`config.mk`:
```
export PLATFORM = sky130hd
export DESIGN_NAME = corner_edge_state_rank_index
export DESIGN_NICKNAME = d
export VERILOG_FILES = /design/src/rtl/ceri_pkg.sv /design/src/rtl/ceri_decode.sv /design/src/rtl/ceri_terms.sv /design/src/rtl/ceri_rank.sv /design/src/rtl/ceri_combine.sv /design/src/rtl/corner_edge_state_rank_index.sv
export SDC_FILE = /design/constraint.sdc
export NUM_CORES = 1
export LEC_CHECK = 0
export ABC_AREA = 0
export BUFFER_PORTS_ARGS = -buffer_cell sky130_fd_sc_hd__buf_2
export CORE_ASPECT_RATIO = 1.4
export CORE_MARGIN = 3
export CORE_UTILIZATION = 60
export DETAILED_ROUTE_END_ITERATION = 6
export GPL_TIMING_DRIVEN = 0
export HOLD_SLACK_MARGIN = 0.05
export PLACE_DENSITY = 0.9
export SETUP_SLACK_MARGIN = 0.3
export SYNTH_ARGS = -nofsm -noshare
export SYNTH_HDL_FRONTEND = slang
export SYNTH_SLANG_ARGS = --single-unit
```
`constraint.sdc`:
```
create_clock -name i_clk -period 11.9 [get_ports i_clk]
set_input_delay 1.785 -clock i_clk [delete_from_list [all_inputs] [get_ports i_clk]]
set_output_delay 1.785 -clock i_clk [all_outputs]
set_load 0.005 [all_outputs]
```
`src/rtl/ceri_pkg.sv`:
```
// Shared types, constants and small functions for the corner/edge state ranker.
package ceri_pkg;

    localparam int unsigned CORNER_POS = 8;
    localparam int unsigned EDGE_POS   = 12;
    localparam int unsigned GROUP_SIZE = 4;

    localparam logic [4:0]  FIELD_MAX       = 5'd23;
    localparam logic [4:0]  EDGE_POS_FIELD  = 5'd12;
    localparam logic [13:0] EDGE_PLACEMENTS = 14'd11880;
    localparam logic [4:0]  GROUP_ORDERS    = 5'd24;

    typedef logic [2:0] t_cpos;
    typedef logic [3:0] t_epos;
    typedef logic [7:0] t_term;

    typedef struct packed {
        logic [4:0] corner_a;
        logic [4:0] corner_b;
        logic [4:0] corner_c;
        logic [4:0] corner_d;
        logic [4:0] edge_a;
        logic [4:0] edge_b;
        logic [4:0] edge_c;
        logic [4:0] edge_d;
    } t_in_word;

    typedef struct packed {
        logic [24:0] placement_rank;
        logic [10:0] twist_flip_rank;
        logic        input_ok;
    } t_out_word;

    typedef struct packed {
        t_cpos [GROUP_SIZE-1:0] cpos;
        t_epos [GROUP_SIZE-1:0] epos;
        logic  [CORNER_POS-1:0] cmask;
        logic  [EDGE_POS-1:0]   emask;
        logic  [10:0]           twist_flip;
        logic                   ok;
    } t_dec_word;

    typedef struct packed {
        t_term [CORNER_POS-1:0] cterm;
        t_term [EDGE_POS-1:0]   eterm;
        logic  [4:0]            clehm;
        logic  [4:0]            elehm;
        logic  [10:0]           twist_flip;
        logic                   ok;
    } t_term_word;

    typedef struct packed {
        logic [10:0] crank;
        logic [13:0] erank;
        logic [10:0] twist_flip;
        logic        ok;
    } t_rank_word;

    // Binomial coefficient n choose k for n up to 11 and k up to 3.
    function automatic t_term choose(input logic [3:0] n, input logic [1:0] k);
        t_term r;
        r = '0;
        unique case (k)
            2'd0: r = 8'd1;
            2'd1: r = {4'd0, n};
            2'd2: begin
                case (n)
                    4'd2:  r = 8'd1;
                    4'd3:  r = 8'd3;
                    4'd4:  r = 8'd6;
                    4'd5:  r = 8'd10;
                    4'd6:  r = 8'd15;
                    4'd7:  r = 8'd21;
                    4'd8:  r = 8'd28;
                    4'd9:  r = 8'd36;
                    4'd10: r = 8'd45;
                    4'd11: r = 8'd55;
                    default: r = 8'd0;
                endcase
            end
            2'd3: begin
                case (n)
                    4'd3:  r = 8'd1;
                    4'd4:  r = 8'd4;
                    4'd5:  r = 8'd10;
                    4'd6:  r = 8'd20;
                    4'd7:  r = 8'd35;
                    4'd8:  r = 8'd56;
                    4'd9:  r = 8'd84;
                    4'd10: r = 8'd120;
                    4'd11: r = 8'd165;
                    default: r = 8'd0;
                endcase
            end
            default: r = 8'd0;
        endcase
        return r;
    endfunction

    // Lehmer rank of four distinct positions in the order given.
    function automatic logic [4:0] lehmer(input logic [3:0] p0, input logic [3:0] p1,
                                          input logic [3:0] p2, input logic [3:0] p3);
        logic [1:0] d0;
        logic [1:0] d1;
        d0 = 2'(p0 > p1) + 2'(p0 > p2) + 2'(p0 > p3);
        d1 = 2'(p1 > p2) + 2'(p1 > p3);
        return 5'(d0) * 5'd6 + 5'(d1) * 5'd2 + 5'(p2 > p3);
    endfunction

endpackage

```
`src/rtl/ceri_decode.sv`:
```
// Stage one: field decode, range and repeat checks, occupancy masks, twist/flip rank.
module ceri_decode (
    input  logic                i_clk,
    input  logic                i_rst_n,
    input  logic                i_valid,
    output logic                o_ready,
    input  ceri_pkg::t_in_word  i_word,
    output logic                o_valid,
    input  logic                i_ready,
    output ceri_pkg::t_dec_word o_word
);
    import ceri_pkg::*;

    logic      r_valid;
    t_dec_word r_word;
    t_dec_word n_word;

    logic [4:0] cf [GROUP_SIZE];
    logic [4:0] ef [GROUP_SIZE];
    logic [1:0] ct [GROUP_SIZE];
    logic [6:0] twist;
    logic [3:0] flip;
    logic       range_ok;
    logic       dup;

    always_comb begin
        cf[0] = i_word.corner_a;
        cf[1] = i_word.corner_b;
        cf[2] = i_word.corner_c;
        cf[3] = i_word.corner_d;
        ef[0] = i_word.edge_a;
        ef[1] = i_word.edge_b;
        ef[2] = i_word.edge_c;
        ef[3] = i_word.edge_d;
        n_word   = '0;
        range_ok = 1'b1;
        dup      = 1'b0;
        flip     = '0;
        for (int i = 0; i < GROUP_SIZE; i++) begin
            range_ok = range_ok && (cf[i] <= FIELD_MAX) && (ef[i] <= FIELD_MAX);
            n_word.cpos[i] = cf[i][2:0];
            ct[i]          = cf[i][4:3];
            if (ef[i] >= EDGE_POS_FIELD) begin
                n_word.epos[i] = 4'(ef[i] - EDGE_POS_FIELD);
                flip[i]        = 1'b1;
            end else begin
                n_word.epos[i] = ef[i][3:0];
            end
            n_word.cmask[n_word.cpos[i]] = 1'b1;
            n_word.emask[n_word.epos[i]] = 1'b1;
        end
        for (int i = 0; i < GROUP_SIZE; i++) begin
            for (int j = i + 1; j < GROUP_SIZE; j++) begin
                dup = dup || (n_word.cpos[i] == n_word.cpos[j])
                          || (n_word.epos[i] == n_word.epos[j]);
            end
        end
        // Corner twists read as a base-3 number, corner_a least significant.
        twist = 7'(ct[0]) + 7'(ct[1]) * 7'd3 + 7'(ct[2]) * 7'd9 + 7'(ct[3]) * 7'd27;
        n_word.twist_flip = {twist, flip};
        n_word.ok         = range_ok && !dup;
    end

    assign o_ready = !r_valid || i_ready;
    assign o_valid = r_valid;
    assign o_word  = r_word;

    always_ff @(posedge i_clk) begin
        if (!i_rst_n) begin
            r_valid <= 1'b0;
        end else if (o_ready) begin
            r_valid <= i_valid;
        end
    end

    always_ff @(posedge i_clk) begin
        if (i_valid && o_ready) begin
            r_word <= n_word;
        end
    end

endmodule

```
`src/rtl/ceri_terms.sv`:
```
// Stage two: per-position combination terms and Lehmer ranks of both groups.
module ceri_terms (
    input  logic                 i_clk,
    input  logic                 i_rst_n,
    input  logic                 i_valid,
    output logic                 o_ready,
    input  ceri_pkg::t_dec_word  i_word,
    output logic                 o_valid,
    input  logic                 i_ready,
    output ceri_pkg::t_term_word o_word
);
    import ceri_pkg::*;

    logic       r_valid;
    t_term_word r_word;
    t_term_word n_word;

    logic [CORNER_POS-1:0] clow;
    logic [EDGE_POS-1:0]   elow;
    logic [2:0]            ccnt;
    logic [2:0]            ecnt;

    always_comb begin
        n_word = '0;
        // Each free position adds C(positions above it, pieces still to place minus one).
        for (int j = 0; j < CORNER_POS; j++) begin
            clow = CORNER_POS'((16'd1 << j) - 16'd1);
            ccnt = 3'($countones(i_word.cmask & clow));
            if (!i_word.cmask[j] && ccnt <= 3'd3) begin
                n_word.cterm[j] = choose(4'(CORNER_POS - 1 - j), 2'(3 - ccnt));
            end
        end
        for (int j = 0; j < EDGE_POS; j++) begin
            elow = EDGE_POS'((16'd1 << j) - 16'd1);
            ecnt = 3'($countones(i_word.emask & elow));
            if (!i_word.emask[j] && ecnt <= 3'd3) begin
                n_word.eterm[j] = choose(4'(EDGE_POS - 1 - j), 2'(3 - ecnt));
            end
        end
        n_word.clehm = lehmer({1'b0, i_word.cpos[0]}, {1'b0, i_word.cpos[1]},
                              {1'b0, i_word.cpos[2]}, {1'b0, i_word.cpos[3]});
        n_word.elehm = lehmer(i_word.epos[0], i_word.epos[1],
                              i_word.epos[2], i_word.epos[3]);
        n_word.twist_flip = i_word.twist_flip;
        n_word.ok         = i_word.ok;
    end

    assign o_ready = !r_valid || i_ready;
    assign o_valid = r_valid;
    assign o_word  = r_word;

    always_ff @(posedge i_clk) begin
        if (!i_rst_n) begin
            r_valid <= 1'b0;
        end else if (o_ready) begin
            r_valid <= i_valid;
        end
    end

    always_ff @(posedge i_clk) begin
        if (i_valid && o_ready) begin
            r_word <= n_word;
        end
    end

endmodule

```
`src/rtl/ceri_rank.sv`:
```
// Stage three: sums the combination terms and forms each group's placement rank.
module ceri_rank (
    input  logic                 i_clk,
    input  logic                 i_rst_n,
    input  logic                 i_valid,
    output logic                 o_ready,
    input  ceri_pkg::t_term_word i_word,
    output logic                 o_valid,
    input  logic                 i_ready,
    output ceri_pkg::t_rank_word o_word
);
    import ceri_pkg::*;

    logic       r_valid;
    t_rank_word r_word;
    t_rank_word n_word;

    logic [8:0] csum2 [CORNER_POS/2];
    logic [8:0] esum2 [EDGE_POS/2];
    logic [8:0] esum4 [EDGE_POS/4];
    logic [8:0] csum;
    logic [8:0] esum;

    always_comb begin
        for (int i = 0; i < CORNER_POS / 2; i++) begin
            csum2[i] = 9'(i_word.cterm[2*i]) + 9'(i_word.cterm[2*i+1]);
        end
        for (int i = 0; i < EDGE_POS / 2; i++) begin
            esum2[i] = 9'(i_word.eterm[2*i]) + 9'(i_word.eterm[2*i+1]);
        end
        for (int i = 0; i < EDGE_POS / 4; i++) begin
            esum4[i] = esum2[2*i] + esum2[2*i+1];
        end
        csum = (csum2[0] + csum2[1]) + (csum2[2] + csum2[3]);
        esum = esum4[0] + esum4[1] + esum4[2];
        n_word.crank      = 11'(csum) * 11'(GROUP_ORDERS) + 11'(i_word.clehm);
        n_word.erank      = 14'(esum) * 14'(GROUP_ORDERS) + 14'(i_word.elehm);
        n_word.twist_flip = i_word.twist_flip;
        n_word.ok         = i_word.ok;
    end

    assign o_ready = !r_valid || i_ready;
    assign o_valid = r_valid;
    assign o_word  = r_word;

    always_ff @(posedge i_clk) begin
        if (!i_rst_n) begin
            r_valid <= 1'b0;
        end else if (o_ready) begin
            r_valid <= i_valid;
        end
    end

    always_ff @(posedge i_clk) begin
        if (i_valid && o_ready) begin
            r_word <= n_word;
        end
    end

endmodule

```
`src/rtl/ceri_combine.sv`:
```
// Stage four: scales the corner rank, adds the edge rank and zeroes bad words.
module ceri_combine (
    input  logic                 i_clk,
    input  logic                 i_rst_n,
    input  logic                 i_valid,
    output logic                 o_ready,
    input  ceri_pkg::t_rank_word i_word,
    output logic                 o_valid,
    input  logic                 i_ready,
    output ceri_pkg::t_out_word  o_word
);
    import ceri_pkg::*;

    logic      r_valid;
    t_out_word r_word;
    t_out_word n_word;

    always_comb begin
        n_word = '0;
        if (i_word.ok) begin
            n_word.placement_rank  = 25'(i_word.crank) * 25'(EDGE_PLACEMENTS)
                                   + 25'(i_word.erank);
            n_word.twist_flip_rank = i_word.twist_flip;
            n_word.input_ok        = 1'b1;
        end
    end

    assign o_ready = !r_valid || i_ready;
    assign o_valid = r_valid;
    assign o_word  = r_word;

    always_ff @(posedge i_clk) begin
        if (!i_rst_n) begin
            r_valid <= 1'b0;
        end else if (o_ready) begin
            r_valid <= i_valid;
        end
    end

    always_ff @(posedge i_clk) begin
        if (i_valid && o_ready) begin
            r_word <= n_word;
        end
    end

endmodule

```
`src/rtl/corner_edge_state_rank_index.sv`:
```
// Throughput: one word per cycle while the output side keeps taking words; each of
// the four pipeline registers holds one word.
// Each stage stalls only when it is full and the stage after it cannot take its word.
// Reset (synchronous, active low) clears all stage valid bits; no payload is reset.
// The block keeps no state between words.
module corner_edge_state_rank_index (
    input  logic                i_clk,
    input  logic                i_rst_n,
    input  logic                i_in_valid,
    output logic                o_in_ready,
    input  ceri_pkg::t_in_word  i_in_word,
    output logic                o_out_valid,
    input  logic                i_out_ready,
    output ceri_pkg::t_out_word o_out_word
);
    import ceri_pkg::*;

    logic       dec_valid;
    logic       dec_ready;
    t_dec_word  dec_word;
    logic       term_valid;
    logic       term_ready;
    t_term_word term_word;
    logic       rank_valid;
    logic       rank_ready;
    t_rank_word rank_word;

    ceri_decode u_decode (
        .i_clk   (i_clk),
        .i_rst_n (i_rst_n),
        .i_valid (i_in_valid),
        .o_ready (o_in_ready),
        .i_word  (i_in_word),
        .o_valid (dec_valid),
        .i_ready (dec_ready),
        .o_word  (dec_word)
    );

    ceri_terms u_terms (
        .i_clk   (i_clk),
        .i_rst_n (i_rst_n),
        .i_valid (dec_valid),
        .o_ready (dec_ready),
        .i_word  (dec_word),
        .o_valid (term_valid),
        .i_ready (term_ready),
        .o_word  (term_word)
    );

    ceri_rank u_rank (
        .i_clk   (i_clk),
        .i_rst_n (i_rst_n),
        .i_valid (term_valid),
        .o_ready (term_ready),
        .i_word  (term_word),
        .o_valid (rank_valid),
        .i_ready (rank_ready),
        .o_word  (rank_word)
    );

    ceri_combine u_combine (
        .i_clk   (i_clk),
        .i_rst_n (i_rst_n),
        .i_valid (rank_valid),
        .o_ready (rank_ready),
        .i_word  (rank_word),
        .o_valid (o_out_valid),
        .i_ready (i_out_ready),
        .o_word  (o_out_word)
    );

    // An empty output register lets every stage move, so the input must be ready.
    a_ready_when_drained: assert property (@(posedge i_clk) disable iff (!i_rst_n)
        !o_out_valid |-> o_in_ready)
        else $error("input not ready while output register is empty");

    a_bad_word_zeroed: assert property (@(posedge i_clk) disable iff (!i_rst_n)
        (o_out_valid && !o_out_word.input_ok) |->
            (o_out_word.placement_rank == 25'd0 && o_out_word.twist_flip_rank == 11'd0))
        else $error("rejected word carries nonzero ranks");

    a_group_ranks_bounded: assert property (@(posedge i_clk) disable iff (!i_rst_n)
        (rank_valid && rank_word.ok) |->
            (rank_word.crank < 11'd1680 && rank_word.erank < EDGE_PLACEMENTS))
        else $error("group placement rank out of range");

    a_output_bounded: assert property (@(posedge i_clk) disable iff (!i_rst_n)
        o_out_valid |->
            (o_out_word.placement_rank < 25'd19958400 && o_out_word.twist_flip_rank < 11'd1296))
        else $error("result rank out of range");

endmodule

```
==> results of run 1 <==
-- final timing paths --
| path | start | end | slack, ns | cells after the start |
|---|---|---|---|---|
| max | u_rank.o_word[32] | u_combine.o_word[35] | 5.82 | 18 |
| min | u_decode.o_word[1] | u_terms.o_word[1] | 0.42 | 0 |
| max reg2reg | u_rank.o_word[32] | u_combine.o_word[35] | 5.82 | 18 |
| min reg2reg | u_decode.o_word[1] | u_terms.o_word[1] | 0.42 | 0 |
-- metal layers --
metal,part of all wire,vias to the layer above,routed length [µm],GRT usage
met3,0.047,116,1680,0.0261
met1,0.38,5716,13700,0.271
met2,0.53,416,19000,0.444
met4,0.047,0,1690,0.110
met5,0,-,0,0
li1,-,5681,-,-
-- cell usage after synthesis, drive strengths merged, types with 4 or more instances --
cell type    n  area share
nand2b      27      0.0098
fa         110        0.13
dfxtp        4      0.0047
nor2        81       0.018
nand4        5      0.0027
a311oi       4      0.0034
ha         246        0.18
a2111oi      5      0.0029
clkbuf      23      0.0050
nor3b        7      0.0031
o221ai       4      0.0020
a31oi       13      0.0047
a41oi        6      0.0031
o21bai       4      0.0017
xnor2       53       0.027
a21o        28       0.012
a21oi       62       0.018
a211oi      15      0.0073
inv        236       0.051
a221o        7      0.0041
mux2i        6      0.0035
nand3       32      0.0093
nand2       56       0.012
xor2        51       0.026
and2        31       0.011
o211ai       9      0.0039
nor2b       29       0.011
a22oi        4      0.0020
a221oi       4      0.0024
o21ai       39       0.011
o21a        11      0.0048
nor3        37       0.011
nor4         6      0.0022
or3          8      0.0029
and3         8      0.0029
and3b        4      0.0020
o22ai        9      0.0033
o31ai        7      0.0031
a32oi        7      0.0036
edfxtp     206        0.36
-- flip-flops by register name, summed over array words and instances, names as in the netlist --
| signal | count |
|---|---|
| u_decode.o_valid | 1 |
| u_terms.o_valid | 1 |
| u_rank.o_valid | 1 |
| u_combine.o_word | 37 |
| u_decode.o_word | 60 |
| u_terms.o_word | 72 |
| u_rank.o_word | 37 |
| u_combine.o_valid | 1 |
-- cell families (layout without fill, tap and decap cells) --
| logic type | Yosys count | in the layout | share of synthesized area |
|---|---|---|---|
| mux | 7 | 7 | 0.00436 |
| compound gates | 266 | 266 | 0.109 |
| buf+inv | 264 | 388 | 0.0581 |
| fa+ha+maj | 356 | 356 | 0.307 |
| simple gates | 344 | 344 | 0.104 |
| xor+xnor | 104 | 104 | 0.0533 |
| flops | 210 | 210 | 0.364 |
-- placed cells by master, fill, tap and decap left out, types with 9 or more instances in the layout --
cell type | synthesis | final
ha_1 | 246 | 246
inv_1 | 236 | 236
edfxtp_1 | 206 | 206
fa_1 | 110 | 110
buf_2 | 2 | 84
nor2_1 | 81 | 81
a21oi_1 | 62 | 62
nand2_1 | 56 | 56
xnor2_1 | 53 | 53
xor2_1 | 50 | 50
o21ai_0 | 35 | 35
nor3_1 | 35 | 35
nand3_1 | 32 | 32
and2_1 | 30 | 30
a21o_1 | 28 | 28
nor2b_1 | 29 | 27
nand2b_1 | 27 | 27
clkbuf_1 | 23 | 25
clkbuf_16 | 0 | 21
a211oi_1 | 14 | 14
a31oi_1 | 13 | 12
o21a_1 | 11 | 11
o22ai_1 | 9 | 9
o211ai_1 | 9 | 9
-- metrics by stage --
step	setup WS, ns	hold slack, ns	area (µm²)	instances
global placement	2.38	0.401	18100	2003
finish	5.82	0.418	18900	2045
CTS	5.84	0.420	18900	2045
detailed placement	5.92	0.405	18200	2008
floorplan	3.97	0.400	17200	1551
global route	5.55	0.430	18900	2045
-- cell type report --
cell class              instances  area (µm²)  share of cell area
inverters                     238         893              0.0472
plain buffers                  26         108             0.00568
well taps                     370         463              0.0244
repair buffers                 87         510              0.0270
multi-input cells            1077        9990               0.528
flip-flops and latches        210        6270               0.331
clock inverters                14         168             0.00885
clock buffers                  23         533              0.0282
==> results.json, run 1 <==
{
  "grt_max_degree": 38,
  "io_pins": 83,
  "rsz0062_at_grt": "no",
  "synth_cells": 1551,
  "post-cts-setup-buffers": 0,
  "die_x_um": 149,
  "maxCapViolCount": 0,
  "synth_nets": 1951,
  "grt_pass1_vias": 12400,
  "start_util": 0.617,
  "netlist_area_um2": 17200,
  "syn_avg_cell_area_um2": 11.1,
  "setup_viol": 0,
  "wire_per_inst_um": 17.6,
  "ys_seq_area_frac": 0.364,
  "path_buf_inv": 2,
  "cts_tree": "done",
  "worstSetupPathType": "register to register",
  "path_cells": "ha_1 > fa_1 > inv_1 > fa_1 > inv_1 > fa_1 > fa_1 > ha_1 > o211a_1 > o31a_1 > o21a_1 > nor2_1 > ha_1 > and3_1 > and3_1 > nor3_1 > or4_1 > a21oi_1",
  "ys_warn_count": 0,
  "status": "finished, final reports clean",
  "synth_ff_type": "edfxtp_1",
  "final_util": 0.678,
  "period_needed_ns": 6.08,
  "final-max-slew-violation-count": 0,
  "finalHoldViolations": 0,
  "area_growth_pct": 9.96,
  "skew_ns": 0.0209,
  "min_path_type": "register to register",
  "htreeDepth": 1,
  "maxSlewHeadroom": 0.342,
  "synth.distinct_cells": 84,
  "crit_path_top_delay_cell": "fa_1",
  "die_h_um": 206,
  "cts_made_buffers": 21,
  "overflow": 0,
  "grt_antenna_before_repair": 0,
  "vias_per_cell": 5.83,
  "die_area_um2": 30800,
  "first_iter_violations": 758,
  "setup.worst_path.start_class": "register",
  "layout-drive-gt1-share": 0.0866,
  "dpl.hpwl_um": 27900,
  "fillers": 1904,
  "cpPeakStageDelay_ns": 0.59,
  "globalplace.congestion": 0.953,
  "cts_hold_buf": 0,
  "critPathRequiredTime_ns": 12.25,
  "drc_errors": 0,
  "wl_um": 36100,
  "crit_arrival_ns": 6.43,
  "n_antenna_cell": 0,
  "ant_nets": 0,
  "cts.sinks": 210,
  "synth_edf_count": 206,
  "dr.pass1.iters": 5,
  "critPathCaptureType": "register",
  "crit_family": "adder cells",
  "ys_ff_latch": 210,
  "cts_resized": 0,
  "path_max_fanout": 5,
  "grt_util_all_layers": 0.238,
  "num_rows": 72,
  "grt_pass1_wl_um": 59500,
  "cp_common_cell": "fa_1",
  "design.core.area_um2": 27900,
  "clk_latency_ns": 0.51,
  "synthArstFlopShare": 0,
  "dr_total_vias": 11900,
  "clock_path_buffers": 3,
  "max_freq_ghz": 0.165,
  "final_nets": 2061,
  "clk_pin_slew_worst_paths_ns": 0.06,
  "tightest_slew_ns": 0.960,
  "cts_root_buffer": "clkbuf_16",
  "period_share": 0.511,
  "final.setup.tns_ns": 0,
  "io_buffers": 82
}
Power of run 1 is not shown: default switching activity piles up to over one toggle a cycle in this logic, so the estimate is an artifact.
==> run 2, diff against run 1 <==
--- a/config.mk
+++ b/config.mk
@@ -9,7 +9,7 @@
 export BUFFER_PORTS_ARGS = -buffer_cell sky130_fd_sc_hd__buf_2
 export CORE_ASPECT_RATIO = 1.4
 export CORE_MARGIN = 3
-export CORE_UTILIZATION = 60
+export CORE_UTILIZATION = 57
 export DETAILED_ROUTE_END_ITERATION = 6
 export GPL_TIMING_DRIVEN = 0
 export HOLD_SLACK_MARGIN = 0.05
==> constraint.sdc (replaced) <==
create_clock -name i_clk -period 5.44 [get_ports i_clk]
set_input_delay 0.816 -clock i_clk [delete_from_list [all_inputs] [get_ports i_clk]]
set_output_delay 0.816 -clock i_clk [all_outputs]
set_load 0.005 [all_outputs]
==> results.json, run 2 (same netlist as run 1, synthesis figures left out) <==
{
  "drc_errors": 0,
  "clock_path_buffers": 3,
  "globalplace.congestion": 0.926,
  "period_share": 1.03,
  "fillers": 1854,
  "grt_antenna_before_repair": 1,
  "startpoint": "u_rank.o_word[31]",
  "die_area_um2": 32400,
  "clk_latency_ns": 0.52,
  "vias_per_cell": 6.09,
  "skew_ns": 0.0200,
  "die_x_um": 153,
  "path_cells": "buf_4 > ha_4 > inv_1 > fa_1 > fa_1 > inv_1 > fa_1 > fa_2 > ha_4 > a21oi_1 > o21ai_1 > a22o_1 > buf_4 > o21ai_0 > xor2_1 > inv_1 > and4_1 > mux2i_1",
  "status": "complete, but fails checks",
  "maxCapViolCount": 0,
  "largest_register_ffs": 72,
  "period_needed_ns": 5.60,
  "path_buf_inv": 5,
  "cts.sinks": 210,
  "tightest_slew_ns": 1.03,
  "final-max-slew-violation-count": 0,
  "n_antenna_cell": 0,
  "io_buffers": 82,
  "critPathRequiredTime_ns": 5.70,
  "cpPeakStageDelay_ns": 0.54,
  "cts_tree": "done",
  "final_common_cell": "inv_1",
  "htreeDepth": 1,
  "cts_made_buffers": 21,
  "violations": "negative setup slack",
  "dp.cells": 2018,
  "wire_per_inst_um": 20.2,
  "max_freq_ghz": 0.179,
  "area_growth_pct": 19.2,
  "setup.worst_path.start_class": "register",
  "first_iter_violations": 988,
  "hold_start": "u_terms.o_word[4]",
  "setup_viol": 9,
  "place_ws_ns": -0.307,
  "dr.pass1.iters": 7,
  "placed_cell_area_um2": 18300,
  "ant_nets": 0,
  "cts_root_buffer": "clkbuf_16",
  "io_pins": 83,
  "grt_util_all_layers": 0.238,
  "grt_pass1_wl_um": 63600,
  "wl_um": 43400,
  "regArea_um2": 6270,
  "final_nets": 2157,
  "reg2reg_from": "u_rank.o_word[31]",
  "worstSetupPathType": "register to register",
  "stdcell_count": 2151,
  "grt_pass1_vias": 13100,
  "min_path_type": "register to register",
  "fin_ws_ns": -0.160,
  "path_max_fanout": 5,
  "grt_max_degree": 38,
  "dr_total_vias": 13100,
  "finalHoldViolations": 0,
  "design.core.area_um2": 29400,
  "dpl.hpwl_um": 27600,
  "layout_common_cells": "inv_1, ha_1, edfxtp_1, fa_1, buf_4",
  "num_rows": 74,
  "rsz0062_at_grt": "yes",
  "crit_arrival_ns": 5.86,
  "maxSlewHeadroom": 0.314,
  "critPathCaptureType": "register",
  "multi_input_area_um2": 10700,
  "overflow": 0,
  "crit_family": "adder cells",
  "cts_hold_buf": 0,
  "clk_pin_slew_worst_paths_ns": 0.07,
  "start_util": 0.585,
  "final_util": 0.697,
  "crit_path_top_delay_cell": "fa_1",
  "die_h_um": 212,
  "layout-drive-gt1-share": 0.198,
  "final_cell_area_um2": 20500
}
## run 2: what timing repair did
action,CTS,global route
gates resized for setup,68,68
setup buffers,65,31
pin swaps,62,47
setup endpoints to repair,17,17
cloned,0,0
## run 2: through the flow
| step | TNS [ns] | hold slack (ns) |
|---|---|---|
| after floorplan | 0 | 0.400 |
| after global placement | -75.04 | 0.401 |
| after detailed placement | -2.30 | 0.405 |
| after CTS | 0 | 0.414 |
| after global routing | -2.54 | 0.428 |
| final | -0.818 | 0.411 |
## run 2: path summary, 6_finish.rpt
check / slack, ns / to / cells after the start
max: -0.16 / u_combine.o_word[36] / 18
max reg2reg: -0.16 / u_combine.o_word[36] / 18
min reg2reg: 0.41 / u_rank.o_word[4] / 0
min: 0.41 / u_rank.o_word[4] / 0
## run 2: routing by layer
metal,track usage,vias up,wire length [µm]
li1,-,5880,-
met1,0.266,6340,15600
met2,0.440,658,22600
met3,0.0313,215,2340
met4,0.123,2,2850
met5,0,-,16
## run 2: layout make-up
type	instances	area share
plain buffers	26	0.00579
clock buffers	22	0.0258
clock inverters	15	0.0119
inverters	238	0.0436
multi-input cells	1077	0.523
flip-flops and latches	210	0.305
well taps	380	0.0232
repair buffers	183	0.0616
Power of run 2 is left out for the same reason.
==> run 3, diff against run 2 <==
--- a/config.mk
+++ b/config.mk
@@ -9,11 +9,13 @@
 export BUFFER_PORTS_ARGS = -buffer_cell sky130_fd_sc_hd__buf_2
 export CORE_ASPECT_RATIO = 1.4
 export CORE_MARGIN = 3
-export CORE_UTILIZATION = 57
+export CORE_UTILIZATION = 59
+export CTS_BUF_LIST = sky130_fd_sc_hd__clkbuf_2
 export DETAILED_ROUTE_END_ITERATION = 6
 export GPL_TIMING_DRIVEN = 0
 export HOLD_SLACK_MARGIN = 0.05
-export PLACE_DENSITY = 0.9
+export PLACE_DENSITY = 0.92
+export REMOVE_ABC_BUFFERS = 1
 export SETUP_SLACK_MARGIN = 0.3
 export SYNTH_ARGS = -nofsm -noshare
 export SYNTH_HDL_FRONTEND = slang
==> constraint.sdc (replaced) <==
create_clock -name i_clk -period 4.5 [get_ports i_clk]
set_input_delay 0.675 -clock i_clk [delete_from_list [all_inputs] [get_ports i_clk]]
set_output_delay 0.675 -clock i_clk [all_outputs]
set_load 0.005 [all_outputs]
==> results.json, run 3 (same netlist as run 1, synthesis figures left out) <==
{
  "crit_family": "adder cells",
  "tightest_slew_ns": 1.11,
  "layout_common_cells": "inv_1, edfxtp_1, ha_1, fa_1, buf_4",
  "setup.worst_path.start_class": "register",
  "status": "complete, but fails checks",
  "cts_root_buffer": "clkbuf_2",
  "hold_depth": 2,
  "final-max-slew-violation-count": 0,
  "largest_register_ffs": 72,
  "vias_per_cell": 6.58,
  "die_x_um": 150,
  "grt_util_all_layers": 0.286,
  "reg2reg_from": "u_rank.o_word[30]",
  "wl_um": 56200,
  "drc_errors": 1,
  "reg2reg_to": "u_combine.o_word[33]",
  "critPathRequiredTime_ns": 5.25,
  "place_ws_ns": -1.43,
  "rrSetupSlack_ns": -1.85,
  "area_growth_pct": 22.1,
  "maxCapViolCount": 0,
  "grt_max_degree": 38,
  "cpPeakStageDelay_ns": 0.85,
  "final_common_cell": "inv_1",
  "clk_pin_slew_worst_paths_ns": 0.16,
  "worstSetupPathType": "register to register",
  "fin_ws_ns": -1.85,
  "overflow": 0,
  "r2r_cells": 18,
  "clock_path_buffers": 3,
  "final_nets": 2172,
  "start_util": 0.602,
  "rsz0062_at_grt": "yes",
  "period_share": 1.41,
  "path_max_fanout": 8,
  "num_rows": 73,
  "layout-drive-gt1-share": 0.265,
  "min_path_type": "primary input to register",
  "maxSlewHeadroom": 0.261,
  "dpl.hpwl_um": 27400,
  "grt_antenna_before_repair": 3,
  "skew_ns": 0.155,
  "io_pins": 83,
  "path_cells": "buf_4 > ha_1 > inv_1 > fa_1 > inv_1 > fa_1 > fa_1 > ha_4 > ha_4 > nand2_2 > a21oi_4 > mux2_4 > a311oi_4 > and4_4 > buf_6 > nand3_1 > or3_4 > a21oi_2",
  "violations": "design-rule violations, negative setup slack",
  "design.core.area_um2": 28600,
  "finalHoldViolations": 0,
  "cp_common_cell": "fa_1",
  "path_buf_inv": 4,
  "max_freq_ghz": 0.157,
  "grt_pass1_vias": 14200,
  "final_cell_area_um2": 21000,
  "dr.pass1.iters": 7,
  "critPathCaptureType": "register",
  "cts_tree": "done",
  "globalplace.congestion": 0.912,
  "setup_viol": 22,
  "htreeDepth": 2,
  "cts_made_buffers": 46,
  "period_needed_ns": 6.35,
  "die_area_um2": 31300,
  "crit_path_top_delay_cell": "fa_1",
  "cts.sinks": 210,
  "grt_pass1_wl_um": 71000,
  "final.setup.tns_ns": -25.65,
  "die_h_um": 208,
  "hold_start": "i_rst_n",
  "worstHoldEndpoint": "u_decode.o_valid",
  "crit_arrival_ns": 7.10,
  "dr_total_vias": 14400,
  "ant_nets": 0,
  "first_iter_violations": 1428,
  "clk_latency_ns": 0.93,
  "wire_per_inst_um": 25.7,
  "placed_cell_area_um2": 18100,
  "io_buffers": 82
}
==> run 3: layout make-up <==
cell class	count	area (µm²)
Multi-Input combinational cell	1077	11500
Fill cell	1566	7570
Clock buffer	63	315
Clock inverter	21	145
Timing Repair Buffer	199	1450
Inverter	238	896
Sequential cell	210	6270
Tap cell	375	469
Antenna cell	1	2.50
==> run 3: through the flow <==
| step | instances | hold WS, ns | util |
|---|---|---|---|
| after global routing | 2184 | 0.0740 | 0.735 |
| after CTS | 2149 | 0.0752 | 0.700 |
| after detailed placement | 1986 | 0.405 | 0.634 |
| after global placement | 1982 | 0.404 | 0.629 |
| after floorplan | 1525 | 0.400 | - |
| final | 2184 | 0.0928 | 0.735 |
==> run 3: timing repair <==
| item | CTS | global route |
|---|---|---|
| hold endpoints to repair | 0 | 0 |
| endpoints found under the setup margin | 27 | 30 |
| pin swaps | 102 | 78 |
| gates resized for setup | 161 | 131 |
| hold buffers | 0 | 0 |
| setup buffers | 79 | 34 |
==> run 3: worst max-delay path by stage <==
stage                     cells after the start         startpoint              endpoint
after global placement                        4        i_out_ready    u_terms.o_word[43]
after detailed placement                     18  u_rank.o_word[32]  u_combine.o_word[35]
after floorplan                               3        i_out_ready     u_terms.o_word[0]
after global routing                         17  u_rank.o_word[30]  u_combine.o_word[35]
after CTS                                    17  u_rank.o_word[33]  u_combine.o_word[35]
final                                        18  u_rank.o_word[30]  u_combine.o_word[33]
==> run 3: per-layer routing <==
layer / GRT usage / part of all wire
met4: 0.209 / 0.11
met2: 0.506 / 0.47
met1: 0.300 / 0.31
met5: 0 / 0.00025
met3: 0.0495 / 0.10
Power of run 3 is left out for the same reason.
